## config.mk

```make
export PLATFORM = sky130hd
export DESIGN_NAME = buffer_cache_lru_refcount
export DESIGN_NICKNAME = d
export VERILOG_FILES = /design/src/sv/bcl_pkg.sv /design/src/sv/bcl_store.sv /design/src/sv/bcl_order.sv /design/src/sv/buffer_cache_lru_refcount.sv
export SDC_FILE = /design/constraint.sdc
export NUM_CORES = 2
export LEC_CHECK = 0
export ABC_AREA = 1
export BUFFER_PORTS_ARGS = -buffer_cell sky130_fd_sc_hd__buf_2
export CORE_ASPECT_RATIO = 0.7
export CORE_MARGIN = 1.5
export CORE_UTILIZATION = 40
export DETAILED_ROUTE_END_ITERATION = 8
export HOLD_SLACK_MARGIN = 0.02
export PLACE_DENSITY = 0.63
export SLEW_MARGIN = 20
export SYNTH_ARGS = -nofsm -noshare
export SYNTH_HDL_FRONTEND = slang
export SYNTH_SLANG_ARGS = --single-unit
```

## constraint.sdc

```tcl
create_clock -name clk -period 19.8 [get_ports clk]
set_input_delay 3.96 -clock clk [delete_from_list [all_inputs] [get_ports clk]]
set_output_delay 3.96 -clock clk [all_outputs]
set_load 0.02 [all_outputs]
```

## src/sv/bcl_pkg.sv

```systemverilog
`default_nettype none
package bcl_pkg;

  localparam int TAG_W    = 32;
  localparam int REFS_W   = 8;
  localparam int OUT_SW   = 5;
  localparam int ADDR_MAX = 8;

  localparam logic [REFS_W-1:0] REF_MAX = 8'hFF;

  typedef enum logic [1:0] {
    ST_OK     = 2'd0,
    ST_NOFREE = 2'd1,
    ST_UNREF  = 2'd2,
    ST_SAT    = 2'd3
  } status_t;

  localparam logic KIND_GET = 1'b0;
  localparam logic KIND_REL = 1'b1;

  // result word, packed to match m_tdata (slot in the low bits)
  typedef struct packed {
    logic [REFS_W-1:0] ref_count;
    status_t           status;
    logic              hit;
    logic [OUT_SW-1:0] slot;
  } res_t;

  // write port of the slot store
  typedef struct packed {
    logic                en;
    logic [ADDR_MAX-1:0] addr;
    logic [TAG_W-1:0]    tag;
    logic [REFS_W-1:0]   refs;
  } store_wr_t;

endpackage
`default_nettype wire

```

## src/sv/bcl_store.sv

```systemverilog
`default_nettype none
module bcl_store #(
  parameter int SLOTS = 32,
  localparam int SW = (SLOTS > 1) ? $clog2(SLOTS) : 1
) (
  input  wire logic                     clk,
  input  wire logic                     rst,
  input  wire logic [SW-1:0]            rd_addr,
  input  wire bcl_pkg::store_wr_t       wr,
  output logic [bcl_pkg::TAG_W-1:0]     rd_tag,
  output logic [bcl_pkg::REFS_W-1:0]    rd_refs
);
  import bcl_pkg::*;

  logic [TAG_W-1:0]  tag_mem  [SLOTS];
  logic [REFS_W-1:0] refs_mem [SLOTS];
  logic [SLOTS-1:0]  valid;
  logic [TAG_W-1:0]  tag_q;
  logic [REFS_W-1:0] refs_q;
  logic              vld_q;
  logic [SW-1:0]     wa;

  assign wa = wr.addr[SW-1:0];

  always_ff @(posedge clk) begin
    if (wr.en) begin
      tag_mem[wa]  <= wr.tag;
      refs_mem[wa] <= wr.refs;
    end
    tag_q  <= tag_mem[rd_addr];
    refs_q <= refs_mem[rd_addr];
  end

  // entries never written read as zero tag, zero count
  always_ff @(posedge clk) begin
    if (rst) begin
      valid <= '0;
      vld_q <= 1'b0;
    end else begin
      if (wr.en) valid[wa] <= 1'b1;
      vld_q <= valid[rd_addr];
    end
  end

  assign rd_tag  = vld_q ? tag_q  : '0;
  assign rd_refs = vld_q ? refs_q : '0;

endmodule
`default_nettype wire

```

## src/sv/bcl_order.sv

```systemverilog
`default_nettype none
module bcl_order #(
  parameter int SLOTS = 32,
  localparam int SW = (SLOTS > 1) ? $clog2(SLOTS) : 1
) (
  input  wire logic          clk,
  input  wire logic          rst,
  input  wire logic [SW-1:0] rd_pos,
  output logic [SW-1:0]      rd_slot,
  input  wire logic          mtf_en,
  input  wire logic [SW-1:0] mtf_slot
);
  import bcl_pkg::*;

  logic [SW-1:0]    order [SLOTS];
  logic [SLOTS-1:0] eq;
  logic [SLOTS-1:0] ahead;

  assign rd_slot = order[rd_pos];

  // ahead[i]: the moved slot sits at a position below i, so i holds
  always_comb begin
    for (int i = 0; i < SLOTS; i++) eq[i] = (order[i] == mtf_slot);
    ahead[0] = 1'b0;
    for (int i = 1; i < SLOTS; i++) ahead[i] = ahead[i-1] | eq[i-1];
  end

  always_ff @(posedge clk) begin
    if (rst) begin
      for (int i = 0; i < SLOTS; i++) order[i] <= SW'(SLOTS - 1 - i);
    end else if (mtf_en) begin
      order[0] <= mtf_slot;
      for (int i = 1; i < SLOTS; i++) begin
        if (!ahead[i]) order[i] <= order[i-1];
      end
    end
  end

endmodule
`default_nettype wire

```

## src/sv/buffer_cache_lru_refcount.sv

```systemverilog
// Buffer cache with recency order and per-slot reference counts.
// Input channel s_*: one request per accepted beat. s_tuser is the kind
// (0 get, 1 release); s_tdata carries the block tag and the slot to release.
// Output channel m_*: exactly one result per request (slot, hit, status,
// reference count after the request).
// A get walks the recency list from the most recent end, one slot per cycle
// through the single read port of the slot store, comparing tags; on a miss
// it walks again from the least recent end looking for a zero count.
// A release with an out-of-range slot index skips the store read; a count
// dropping to zero moves the slot to the front of the list.
// s_tready is high only while no request is in progress; the next request is
// taken while a finished result still waits in the output register.
// If the receiver stalls, the next result is held inside the block until the
// output register frees, and no new request is taken meanwhile.
// Reset: all tags and counts read as zero, list position i holds slot
// SLOTS-1-i. No clearing pass is needed; the block is ready after reset.
`default_nettype none
module buffer_cache_lru_refcount #(
  parameter int SLOTS = 32
) (
  input  wire logic        clk,
  input  wire logic        rst,
  input  wire logic        s_tvalid,
  output logic             s_tready,
  input  wire logic [39:0] s_tdata,   // block_number[31:0], slot_index[36:32], zero pad
  input  wire logic        s_tuser,   // kind
  output logic             m_tvalid,
  input  wire logic        m_tready,
  output logic [15:0]      m_tdata    // slot[4:0], hit[5], status[7:6], ref_count[15:8]
);
  import bcl_pkg::*;

  localparam int SW = (SLOTS > 1) ? $clog2(SLOTS) : 1;
  localparam logic [SW-1:0] LAST = SW'(SLOTS - 1);

  localparam logic [2:0] S_IDLE  = 3'd0;
  localparam logic [2:0] S_HSRCH = 3'd1;
  localparam logic [2:0] S_FSRCH = 3'd2;
  localparam logic [2:0] S_RCHK  = 3'd3;
  localparam logic [2:0] S_DONE  = 3'd4;

  logic [2:0]        state;
  logic [SW-1:0]     ip;
  logic              idone;
  logic              cv;
  logic [SW-1:0]     cslot;
  logic              clast;
  logic [TAG_W-1:0]  blk;
  logic [OUT_SW-1:0] ridx;
  res_t              res;
  res_t              out_res;

  logic [SW-1:0]     rd_addr;
  logic [SW-1:0]     ord_slot;
  logic [TAG_W-1:0]  rd_tag;
  logic [REFS_W-1:0] rd_refs;
  store_wr_t         wr;
  logic              mtf_en;
  logic [REFS_W-1:0] refs_dec;

  logic              in_acc;
  logic [OUT_SW-1:0] in_idx;
  logic              idx_ok;

  assign in_acc   = s_tvalid && s_tready;
  assign in_idx   = s_tdata[36:32];
  assign idx_ok   = (32'(in_idx) < SLOTS);
  assign s_tready = (state == S_IDLE);
  assign m_tdata  = out_res;
  assign refs_dec = rd_refs - 8'd1;

  bcl_store #(.SLOTS(SLOTS)) u_store (
    .clk(clk), .rst(rst), .rd_addr(rd_addr), .wr(wr),
    .rd_tag(rd_tag), .rd_refs(rd_refs)
  );

  bcl_order #(.SLOTS(SLOTS)) u_order (
    .clk(clk), .rst(rst), .rd_pos(ip), .rd_slot(ord_slot),
    .mtf_en(mtf_en), .mtf_slot(SW'(ridx))
  );

  // store read address: release index on accept, walk slot otherwise
  always_comb begin
    rd_addr = ord_slot;
    if (state == S_IDLE) rd_addr = SW'(in_idx);
  end

  always_comb begin
    wr      = '0;
    mtf_en  = 1'b0;
    unique case (state)
      S_HSRCH: begin
        if (cv && rd_tag == blk && rd_refs != REF_MAX) begin
          wr.en   = 1'b1;
          wr.addr = ADDR_MAX'(cslot);
          wr.tag  = blk;
          wr.refs = rd_refs + 8'd1;
        end
      end
      S_FSRCH: begin
        if (cv && rd_refs == '0) begin
          wr.en   = 1'b1;
          wr.addr = ADDR_MAX'(cslot);
          wr.tag  = blk;
          wr.refs = 8'd1;
        end
      end
      S_RCHK: begin
        if (rd_refs != '0) begin
          wr.en   = 1'b1;
          wr.addr = ADDR_MAX'(ridx);
          wr.tag  = rd_tag;
          wr.refs = refs_dec;
          mtf_en  = (refs_dec == '0);
        end
      end
      default: ;
    endcase
  end

  always_ff @(posedge clk) begin
    if (rst) begin
      state    <= S_IDLE;
      cv       <= 1'b0;
      idone    <= 1'b0;
      ip       <= '0;
      m_tvalid <= 1'b0;
    end else begin
      if (m_tvalid && m_tready && state != S_DONE) m_tvalid <= 1'b0;
      unique case (state)
        S_IDLE: begin
          cv <= 1'b0;
          if (in_acc) begin
            blk  <= s_tdata[31:0];
            ridx <= in_idx;
            if (s_tuser == KIND_GET) begin
              ip    <= '0;
              idone <= 1'b0;
              state <= S_HSRCH;
            end else if (idx_ok) begin
              state <= S_RCHK;
            end else begin
              res   <= '{ref_count: '0, status: ST_UNREF, hit: 1'b0, slot: in_idx};
              state <= S_DONE;
            end
          end
        end
        S_HSRCH: begin
          cv    <= !idone;
          cslot <= ord_slot;
          clast <= (ip == LAST);
          if (!idone) begin
            if (ip == LAST) idone <= 1'b1;
            else ip <= ip + 1'b1;
          end
          if (cv && rd_tag == blk) begin
            if (rd_refs == REF_MAX)
              res <= '{ref_count: REF_MAX, status: ST_SAT, hit: 1'b1,
                       slot: OUT_SW'(cslot)};
            else
              res <= '{ref_count: rd_refs + 8'd1, status: ST_OK, hit: 1'b1,
                       slot: OUT_SW'(cslot)};
            state <= S_DONE;
          end else if (cv && clast) begin
            ip    <= LAST;
            idone <= 1'b0;
            state <= S_FSRCH;
          end
        end
        S_FSRCH: begin
          cv    <= !idone;
          cslot <= ord_slot;
          clast <= (ip == '0);
          if (!idone) begin
            if (ip == '0) idone <= 1'b1;
            else ip <= ip - 1'b1;
          end
          if (cv && rd_refs == '0) begin
            res   <= '{ref_count: 8'd1, status: ST_OK, hit: 1'b0, slot: OUT_SW'(cslot)};
            state <= S_DONE;
          end else if (cv && clast) begin
            res   <= '{ref_count: '0, status: ST_NOFREE, hit: 1'b0, slot: '0};
            state <= S_DONE;
          end
        end
        S_RCHK: begin
          if (rd_refs == '0)
            res <= '{ref_count: '0, status: ST_UNREF, hit: 1'b0, slot: ridx};
          else
            res <= '{ref_count: refs_dec, status: ST_OK, hit: 1'b0, slot: ridx};
          state <= S_DONE;
        end
        S_DONE: begin
          cv <= 1'b0;
          if (!m_tvalid || m_tready) begin
            out_res  <= res;
            m_tvalid <= 1'b1;
            state    <= S_IDLE;
          end
        end
        default: state <= S_IDLE;
      endcase
    end
  end

  a_busy_after_accept: assert property (@(posedge clk) disable iff (rst)
    (s_tvalid && s_tready) |=> !s_tready)
    else $error("request taken while previous one still in progress");

  a_nofree_clean: assert property (@(posedge clk) disable iff (rst)
    (m_tvalid && out_res.status == ST_NOFREE) |-> (out_res.ref_count == '0 && !out_res.hit))
    else $error("no-free result carries a count or hit");

  a_hit_status: assert property (@(posedge clk) disable iff (rst)
    (m_tvalid && out_res.hit) |-> (out_res.status == ST_OK || out_res.status == ST_SAT))
    else $error("hit reported with release status");

  a_mtf_release: assert property (@(posedge clk) disable iff (rst)
    mtf_en |-> (state == S_RCHK && wr.en && wr.refs == '0))
    else $error("move to front outside a release that drops count to zero");

  a_write_once: assert property (@(posedge clk) disable iff (rst)
    wr.en |=> (state == S_DONE && !wr.en))
    else $error("store written without finishing the request");

endmodule
`default_nettype wire

```

==> impl_metrics.env <==
export IMPL_vias=45700
export IMPL_grt_pass1_vias=42500
export IMPL_die_area_um2=175000
export IMPL_track_usage_pct=21.0
export IMPL_insertion_delay_ps=800
export IMPL_die_h_um=351
export IMPL_p_per_area_nw_per_um2=156
export IMPL_cts_sinks=1604
export IMPL_crit_family="buffers and inverters"
export IMPL_cts_buffers=158
export IMPL_max_vdd_ir_drop_v=0.000266
export IMPL_hold_viol=0
export IMPL_fin_worst_skew_ps=25.8
export IMPL_grt_overflow_total=0
export IMPL_wl_per_cell_um=21.9
export IMPL_power_leakage_nw=27.6
export IMPL_worstSetupPathType="in -> reg"
export IMPL_hold_path_class="reg -> reg"
export IMPL_cp_slowest_stage_delay_ps=920
export IMPL_die_width_um=500
export IMPL_cp_required_ps=20490
export IMPL_max_freq_mhz=130
export IMPL_status="finished, final reports clean"
export IMPL_start_util_pct=40.3
export IMPL_post_route_cells_drive_above_1_share_pct=8.78
export IMPL_post_route_util_pct=44.9
export IMPL_worstPathMaxFanout=107
export IMPL_cts_buffer_depth=3
export IMPL_hpwlAfterDp_mm=93.1
export IMPL_grt_busiest_layer="met2"
export IMPL_tns_ps=0
export IMPL_fin_crit_ps=7660
export IMPL_path_depth=13
export IMPL_layout_common_cells="edfxtp_1, nand2_1, nand3_1"
export IMPL_grt_util_met1_pct=30.5
export IMPL_cp_arrival_ps=8350
export IMPL_maxSlewHeadroom_pct=22.1
export IMPL_synth_area_um2=69100
export IMPL_drc=0
export IMPL_layout_commonest_cell="edfxtp_1"
export IMPL_cp_common_cell="nand2_1"
export IMPL_ctsRootBufferMaster="clkbuf_16"
export IMPL_worst_path_buf_inv=4
export IMPL_antenna_found_initial=0
export IMPL_syn_inst=6126
export IMPL_grt_pass1_wl_mm=276
export IMPL_hold_depth=0
export IMPL_row_count=127
export IMPL_area_delta_synth_final_pct=11.4
export IMPL_synth_distinct_cells=58
export IMPL_drtIter0Drc=5930
export IMPL_port_buffers=59
export IMPL_slowest_stage="buf_4"
export IMPL_seq_area_frac_synth_pct=68.4
export IMPL_syn_nets=6177
export IMPL_tightest_slew_ps=1170
export IMPL_cp_end_kind="flip-flop"
export IMPL_cts_tree="built"
export IMPL_nets=6127
export IMPL_cts_setup_buffers=0
export IMPL_ys_flop_type="edfxtp_1"
export IMPL_pin_count=63
export IMPL_yosysWarnings=0
export IMPL_drv_slew=0
export IMPL_rsz0062_at_grt="false"
export IMPL_cap_violations=0
export IMPL_power_total_mw=12.0
export IMPL_syn_avg_cell_area_um2=11.3
export IMPL_use_met3_pct=4.20
export IMPL_drtPass1Iterations=6
export IMPL_reg2reg_depth=19
export IMPL_core_um2=171000
export IMPL_setup_viol=0
export IMPL_use_met2_pct=32.3
export IMPL_period_share_pct=38.7
export IMPL_routed_wl_mm=186
export IMPL_diodes=0
export IMPL_avgViaCountPerCell=5.40
export IMPL_hold_buffers=0
export IMPL_synthArstFlopShare_pct=0
export IMPL_place_congestion=0.854
export IMPL_path_clk_slew_ps=60
export IMPL_htreeDepth=4
export IMPL_ys_ff_latch=1604
export IMPL_synth_edf_count=1515
export IMPL_grt_max_degree=179
export IMPL_cts_resized=0
export IMPL_antenna_left=0
export IMPL_path_cells="buf_2 > nand2_1 > nand2_4 > buf_4 > buf_4 > buf_4 > nand2_1 > o211ai_1 > nand3_1 > nand3_1 > nand2_1 > nand2_1 > nand2_1"
export IMPL_start_kind="input pin"
-- worst register-to-register path, delay by kind of cell, from the launching register on --
kind / cells / cell delay, ps
AND/OR/NAND/NOR: 10 / 1720
AO/OA/AOI/OAI: 3 / 680
flip-flops: 1 / 300
buffers and inverters: 6 / 4300
-- kinds of logic after synthesis --
logic type / Yosys count / synth area share (%)
AO/OA/AOI/OAI: 928 / 9.05
XOR/XNOR: 88 / 1.12
adder cells (fa/ha/maj): 6 / 0.109
buffers and inverters: 1010 / 5.94
flip-flops: 1604 / 68.4
AND/OR/NAND/NOR: 2490 / 15.3
-- sequential cells by signal, indices dropped and copies added, names as in the netlist, named ones only --
register	flops
ridx	5
idone	1
u_store.vld_q	1
u_order.order	160
u_store.refs_q	8
clast	1
state	3
u_store.refs_mem	256
cslot	5
u_store.valid	32
cv	1
m_tdata	16
ip	5
u_store.tag_mem	1024
blk	32
res	16
u_store.tag_q	32
m_tvalid	1
-- area by class of cell --
type | instances | area (um^2)
flip-flops and latches | 1604 | 47300
clock buffers | 206 | 4170
inverters | 644 | 2450
clock inverters | 88 | 981
well taps | 2257 | 2820
fillers | 15400 | 94400
multi-input cells | 3512 | 18200
repair buffers | 156 | 1080
-- synth_stat cells (4+ instances only) --
cell	n	area, um^2
edfxtp_1	1515	45500
nand2_1	1404	5270
nand3_1	671	3360
inv_1	618	2320
o211ai_1	439	3300
nor2_1	290	1090
o21ai_0	186	931
buf_2	163	816
clkbuf_1	138	518
a21o_1	120	901
a21oi_1	92	460
dfxtp_1	89	1780
xor2_1	52	455
buf_1	43	161
xnor2_1	36	315
o22ai_1	35	219
or2_2	26	163
inv_2	24	90.1
nand4_1	21	131
nor2_2	19	119
buf_4	16	120
nor3_1	13	65.1
nand2_2	11	68.8
a221oi_1	10	87.6
o2111ai_1	10	87.6
o21ai_1	10	50.1
or2_1	9	56.3
buf_6	6	67.6
ha_1	6	75.1
nor2_4	6	67.6
nor4_1	5	31.3
a211oi_1	4	30.0
-- path summary, 6_finish.rpt --
check / startpoint / to / slack, ps
max: s_tdata[32] / u_store.tag_q[19]$_DFF_P_ / 12140
min: res[1]$_DFFE_PP_ / m_tdata[1]$_DFFE_PP_ / 420
max reg2reg: flip-flop / u_store.tag_q[19]$_DFF_P_ / 12690
min reg2reg: res[1]$_DFFE_PP_ / m_tdata[1]$_DFFE_PP_ / 420
-- where the power goes --
group	switching, mW	internal, mW
registers	0.0853	3.83
logic	3.58	1.49
clock network	1.33	1.69
total	5.00	7.02
-- routing by layer --
layer	vias up	wire length (um)
met5	-	0
met4	0	3440
met3	256	17300
met2	1973	82700
met1	22200	82500
li1	21300	-
-- per-stage QoR --
| step | instances | hold slack (ps) | instance area, um^2 | setup slack, ps |
|---|---|---|---|---|
| after CTS | 8467 | 424 | 76800 | 12240 |
| after global placement | 8173 | 417 | 71600 | 11450 |
| after detailed placement | 8173 | 410 | 71600 | 11380 |
| after global routing | 8467 | 436 | 76900 | 11750 |
| final | 8467 | 422 | 76900 | 12140 |
| after floorplan | 6126 | 400 | 69100 | 13200 |
Note: power is estimated with default switching activity, not from simulation.
